**config.mk**
```make
export PLATFORM = sky130hd
export DESIGN_NAME = rsat_root_cell
export DESIGN_NICKNAME = d
export VERILOG_FILES = /design/src/sv/rsat_pkg.sv /design/src/sv/rsat_root_cell.sv
export SDC_FILE = /design/constraint.sdc
export NUM_CORES = 2
export LEC_CHECK = 0
export CAP_MARGIN = 30
export CELL_PAD_IN_SITES_DETAIL_PLACEMENT = 1
export CELL_PAD_IN_SITES_GLOBAL_PLACEMENT = 2
export CORE_UTILIZATION = 42
export DETAILED_ROUTE_END_ITERATION = 8
export DONT_BUFFER_PORTS = 1
export PLACE_DENSITY_LB_ADDON = 0.1
export SYNTH_ARGS = -nofsm -noshare
export SYNTH_HDL_FRONTEND = slang
export SYNTH_SLANG_ARGS = --single-unit
```
**constraint.sdc**
```tcl
create_clock -name i_clk -period 22.7 [get_ports i_clk]
set_clock_uncertainty 0.1 [all_clocks]
set_input_delay 2.27 -clock i_clk [delete_from_list [all_inputs] [get_ports i_clk]]
set_output_delay 2.27 -clock i_clk [all_outputs]
set_load 0.02 [all_outputs]
```
**src/sv/rsat_pkg.sv**
```systemverilog
// Shared widths, the root-cell transaction type and input sign extension
// for the rectangle separating-axis test. No dependencies.
`default_nettype none

package rsat_pkg;

    // Coordinate width: the low COORD_BITS of each input port are used, sign-extended.
    localparam int COORD_BITS = 16;
    localparam int IN_W       = 16;
    localparam int AXIS_W     = 16;
    localparam int DEPTH_W    = 25;
    localparam logic [DEPTH_W-1:0] DEPTH_MAX = '1;

    localparam int PX_W  = COORD_BITS + 2;   // derived fourth corner
    localparam int AX_W  = COORD_BITS + 1;   // edge normal component
    localparam int PR_W  = PX_W + AX_W;      // one coordinate product
    localparam int DOT_W = PR_W + 1;         // dot product
    localparam int OV_W  = DOT_W + 1;        // interval overlap
    localparam int SQ_W  = 2 * AX_W;
    localparam int LEN_W = 2 * AX_W - 1;     // squared axis length

    localparam int DEPTH_FRAC = 8;
    localparam int UNIT_SHIFT = 15;
    localparam int UQ = UNIT_SHIFT + 1;      // bits of the unit component root
    localparam int DQ = COORD_BITS + 12;     // bits of the depth root
    localparam int QW = (DQ > UQ) ? DQ : UQ;
    localparam int BIT_W = $clog2(QW);

    localparam int OV_HI = OV_W / 2;
    localparam int OV_LO = OV_W - OV_HI;

    localparam int RW_A = 2 * OV_W + 2 * DEPTH_FRAC;
    localparam int RW_B = 2 * DQ + LEN_W;
    localparam int RW_C = SQ_W + 2 * UNIT_SHIFT;
    localparam int RW_AB = (RW_A > RW_B) ? RW_A : RW_B;
    localparam int RW = ((RW_AB > RW_C) ? RW_AB : RW_C) + 2;

    localparam int NAXES = 4;
    localparam int NCORN = 8;

    // One step of floor(sqrt(rem0 / len2)): rem = num^2 - quo^2*len2, acc = quo*len2
    typedef struct packed {
        logic [RW-1:0]    rem;
        logic [RW-1:0]    acc;
        logic [QW-1:0]    quo;
        logic [LEN_W-1:0] len2;
    } t_root;

    function automatic logic signed [COORD_BITS-1:0] sext(input logic [IN_W-1:0] v);
        logic [31:0] t;
        t = 32'(v);
        return t[COORD_BITS-1:0];
    endfunction

endpackage

`default_nettype wire

```
**src/sv/rsat_root_cell.sv**
```systemverilog
// One cell of the restoring root chain: decides one quotient bit of
// floor(num / sqrt(len2)) with shifts and one wide compare. Uses rsat_pkg.
`default_nettype none

module rsat_root_cell
    import rsat_pkg::*;
(
    input  wire logic             i_clk,
    input  wire logic             i_en,
    input  wire logic [BIT_W-1:0] i_bit,
    input  wire t_root            i_d,
    output t_root                 o_d
);

    t_root         r_d;
    t_root         n_d;
    logic [RW-1:0] w_trial;

    // trial (q + 2^b)^2*len2 - q^2*len2 = 2^(b+1)*acc + 2^(2b)*len2
    always_comb begin
        w_trial = (i_d.acc << (i_bit + 1'b1)) + (RW'(i_d.len2) << {i_bit, 1'b0});
        n_d = i_d;
        if (i_d.rem >= w_trial) begin
            n_d.rem = i_d.rem - w_trial;
            n_d.acc = i_d.acc + (RW'(i_d.len2) << i_bit);
            n_d.quo = i_d.quo | (QW'(1) << i_bit);
        end
    end

    always_ff @(posedge i_clk) begin
        if (i_en) begin
            r_d <= n_d;
        end
    end

    assign o_d = r_d;

endmodule

`default_nettype wire

```
==> results.cfg <==
[die]
dieArea_um2 = 81280
placementRows = 103
coreArea_um2 = 79130
fp.dieH_um = 285.1
start_util_pct = 42.54
die_x_um = 285.1
ios = 497

[synth]
synth-adder-area-share_pct = 9.620
yosysTopAreaCell = edfxtp_1
yosys.area_share.simple_pct = 19.12
netlist_area_um2 = 33660
async_flop_share_pct = 0
yosysSeqAreaShare_pct = 21.86
synth_top_family_by_area = compound AO/OA/AOI/OAI gates
synth_edf_count = 245
synthCells = 4278
yosys_warnings = 0
synthMuxAreaShare_pct = 11.65
syn_avg_cell_area_um2 = 7.868
ys_ff_latch = 245
synth-compound-area-share_pct = 26.25
ys_types = 100
netlist_top_cells_area = edfxtp_1 22%, ha_1 9.4%, o21ai_0 6.6%
synth_top_flop_cell = edfxtp_1
synthesis.nets = 4787
synthXorXnorAreaFrac_pct = 6.921
synth_top_area_share_pct = 21.86

[clocking]
cts_sinks = 245
numCtsBuffers = 30
ctsHoldBuffers = 0
clk_path_buf_depth = 3
cts_resized = 0
cts_htree_levels = 1
postCtsSetupRepairBufs = 0
clk_pin_slew_worst_paths_ns = 0.07
cts_root_buffer = clkbuf_16
cts_tree = built

[critical_path]
worst_path_most_repeated_cell = nor2_1
cpMaxStageDelayCell = a2111oi_0
end_kind = register
slowest_delay_ns = 0.90
cp_max_fo = 176
cp-start-kind = primary input
worstPathRequired_ns = 23.00
cp.arrival_ns = 13.68
criticalPathCategory = in -> reg

[cells_and_area]
fin_cells = 5128
drive_gt1_share_pct = 6.989
largest_register_ff_count = 245
layout_common_cells = 547 x nand2_1, 446 x o21ai_0, 406 x nor2_1
layout_commonest_cell = nand2_1
area_growth_syn_to_layout_pct = 4.033
finalNetCount = 4567
finalInstanceArea_um2 = 35020
insertedDiodeCount = 0

[timing]
final_max_slew_viol_count = 0
setup_ws_ns = 9.326
setup_viol = 0
grt_setup_unrepaired = no
hold_viol = 0
max_freq_mhz = 74.77
fin_tns_setup_ns = 0
slew_headroom_pct = 19.42
period_needed_ns = 13.37
worst_pin_slew_ns = 1.209
fin_crit_sh_pct = 58.91

[routing]
wl_per_cell_um = 28.25
vias = 32930
drtAntennaViolNets = 0
drc = 0
detail_route.iter0.violations = 2951
dr.pass1.iters = 5
drt-vias-per-instance = 6.421
drt-total-wl_um = 144900

[global_routing]
grt_pass1_vias = 32830
grt_usage_pct = 34.30
grt_max_degree = 246
met1_usage_pct = 44.08
grt_use_met3_pct = 5.344
antenna_found_initial = 0
grt.busiest_layer = met2
met2_usage_pct = 57.04
grt_first_pass_wirelength_um = 214200
grt_overflow = 0

[placement]
pre_cts_slack_ns = 9.136
dpl_cell_area_um2 = 34000
place_inst = 5074
portBuffers = 0
routabilityCongestion = 1.035
hpwl_um = 118700

[power_and_ir_drop]
leakage_nw = 14.18
totalPowerFinal_mw = 3.408
irDropWorstVdd_mv = 0.06481
p_per_area_nw_per_um2 = 97.32

[outcome]
status = finished clean

[min_path]
hold_path_class = in -> reg

[flow_run]
drv_cap = 0
## kinds of logic (layout without fill, tap and decap cells)
group	after synthesis	count (layout)
compound gates	1444	1444
simple gates	1405	1405
buf+inv	361	161
mux	300	300
xor+xnor	266	266
fa+ha+maj	257	257
flops	245	245
## layer usage
| metal | vias up | part of all wire [%] |
|---|---|---|
| li1 | 15400 | - |
| met1 | 16170 | 43 |
| met2 | 1110 | 47 |
| met3 | 247 | 5.9 |
| met4 | 0 | 4.8 |
| met5 | - | 0 |
## cells in the mapped netlist, types with 8 or more instances
cell type,instances
nor4_1,16
nor2b_1,32
clkbuf_1,209
o21a_1,42
a211oi_1,32
a31o_2,12
or3_1,21
mux2_2,63
a31oi_1,38
a221oi_1,8
nor3_1,50
nor2_1,406
o21ai_1,9
o21bai_1,63
buf_2,22
ha_1,254
o22ai_1,53
nand2_1,547
and3_1,31
or2_2,14
nand2b_1,51
nand3_1,63
mux4_2,67
o21ai_0,446
buf_1,27
o211ai_1,35
a21boi_0,19
a21o_1,172
clkbuf_8,8
nand4_1,94
xnor2_1,141
and2_1,30
a21oi_1,397
mux2i_1,170
o31ai_1,20
inv_1,79
edfxtp_1,245
and4_1,8
xor2_1,125
## final timing paths
check	startpoint	to	slack, ns	cells past startpoint
hold / removal	i_d[1]	o_d[1]$_DFFE_PP_	1.61	0
setup / recovery	i_bit[0]	o_d[38]$_DFFE_PP_	9.33	34
## cell type report
cell class | count | area, um2
fillers | 9636 | 44110
inverters | 83 | 311.5
well taps | 1050 | 1314
multi-input cells | 3672 | 24810
repair buffers | 26 | 235.2
clock buffers | 36 | 773.2
flip-flops and latches | 245 | 7357
clock inverters | 16 | 212.7
## where the power goes
group          total [mW]  leakage (nW)  switching, mW  internal (mW)
Sequential          0.846          2.39          0.180          0.666
Clock               0.500         0.473          0.213          0.287
Combinational        2.06          11.3           1.33          0.734
Total                3.41          14.2           1.72           1.69
## through the flow
stage          util [%]  hold slack [ns]
6_report          44.25            1.608
2_1_floorplan         -            2.269
3_3_place_gp      42.92            2.269
3_5_place_dp      42.96            2.269
4_1_cts           44.21            1.576
5_1_grt           44.25            1.584
## critical path, delay by kind of cell
kind | cells | cell delay, ns
adders and majority gates | 3 | 1.61
muxes | 3 | 0.98
and+or+nand+nor | 10 | 1.96
xor gates and xnor gates | 1 | 0.25
AOI/OAI and AO/OA | 12 | 3.20
buffers and inverters | 5 | 3.04
Note: power is estimated with default switching activity, not from simulation.
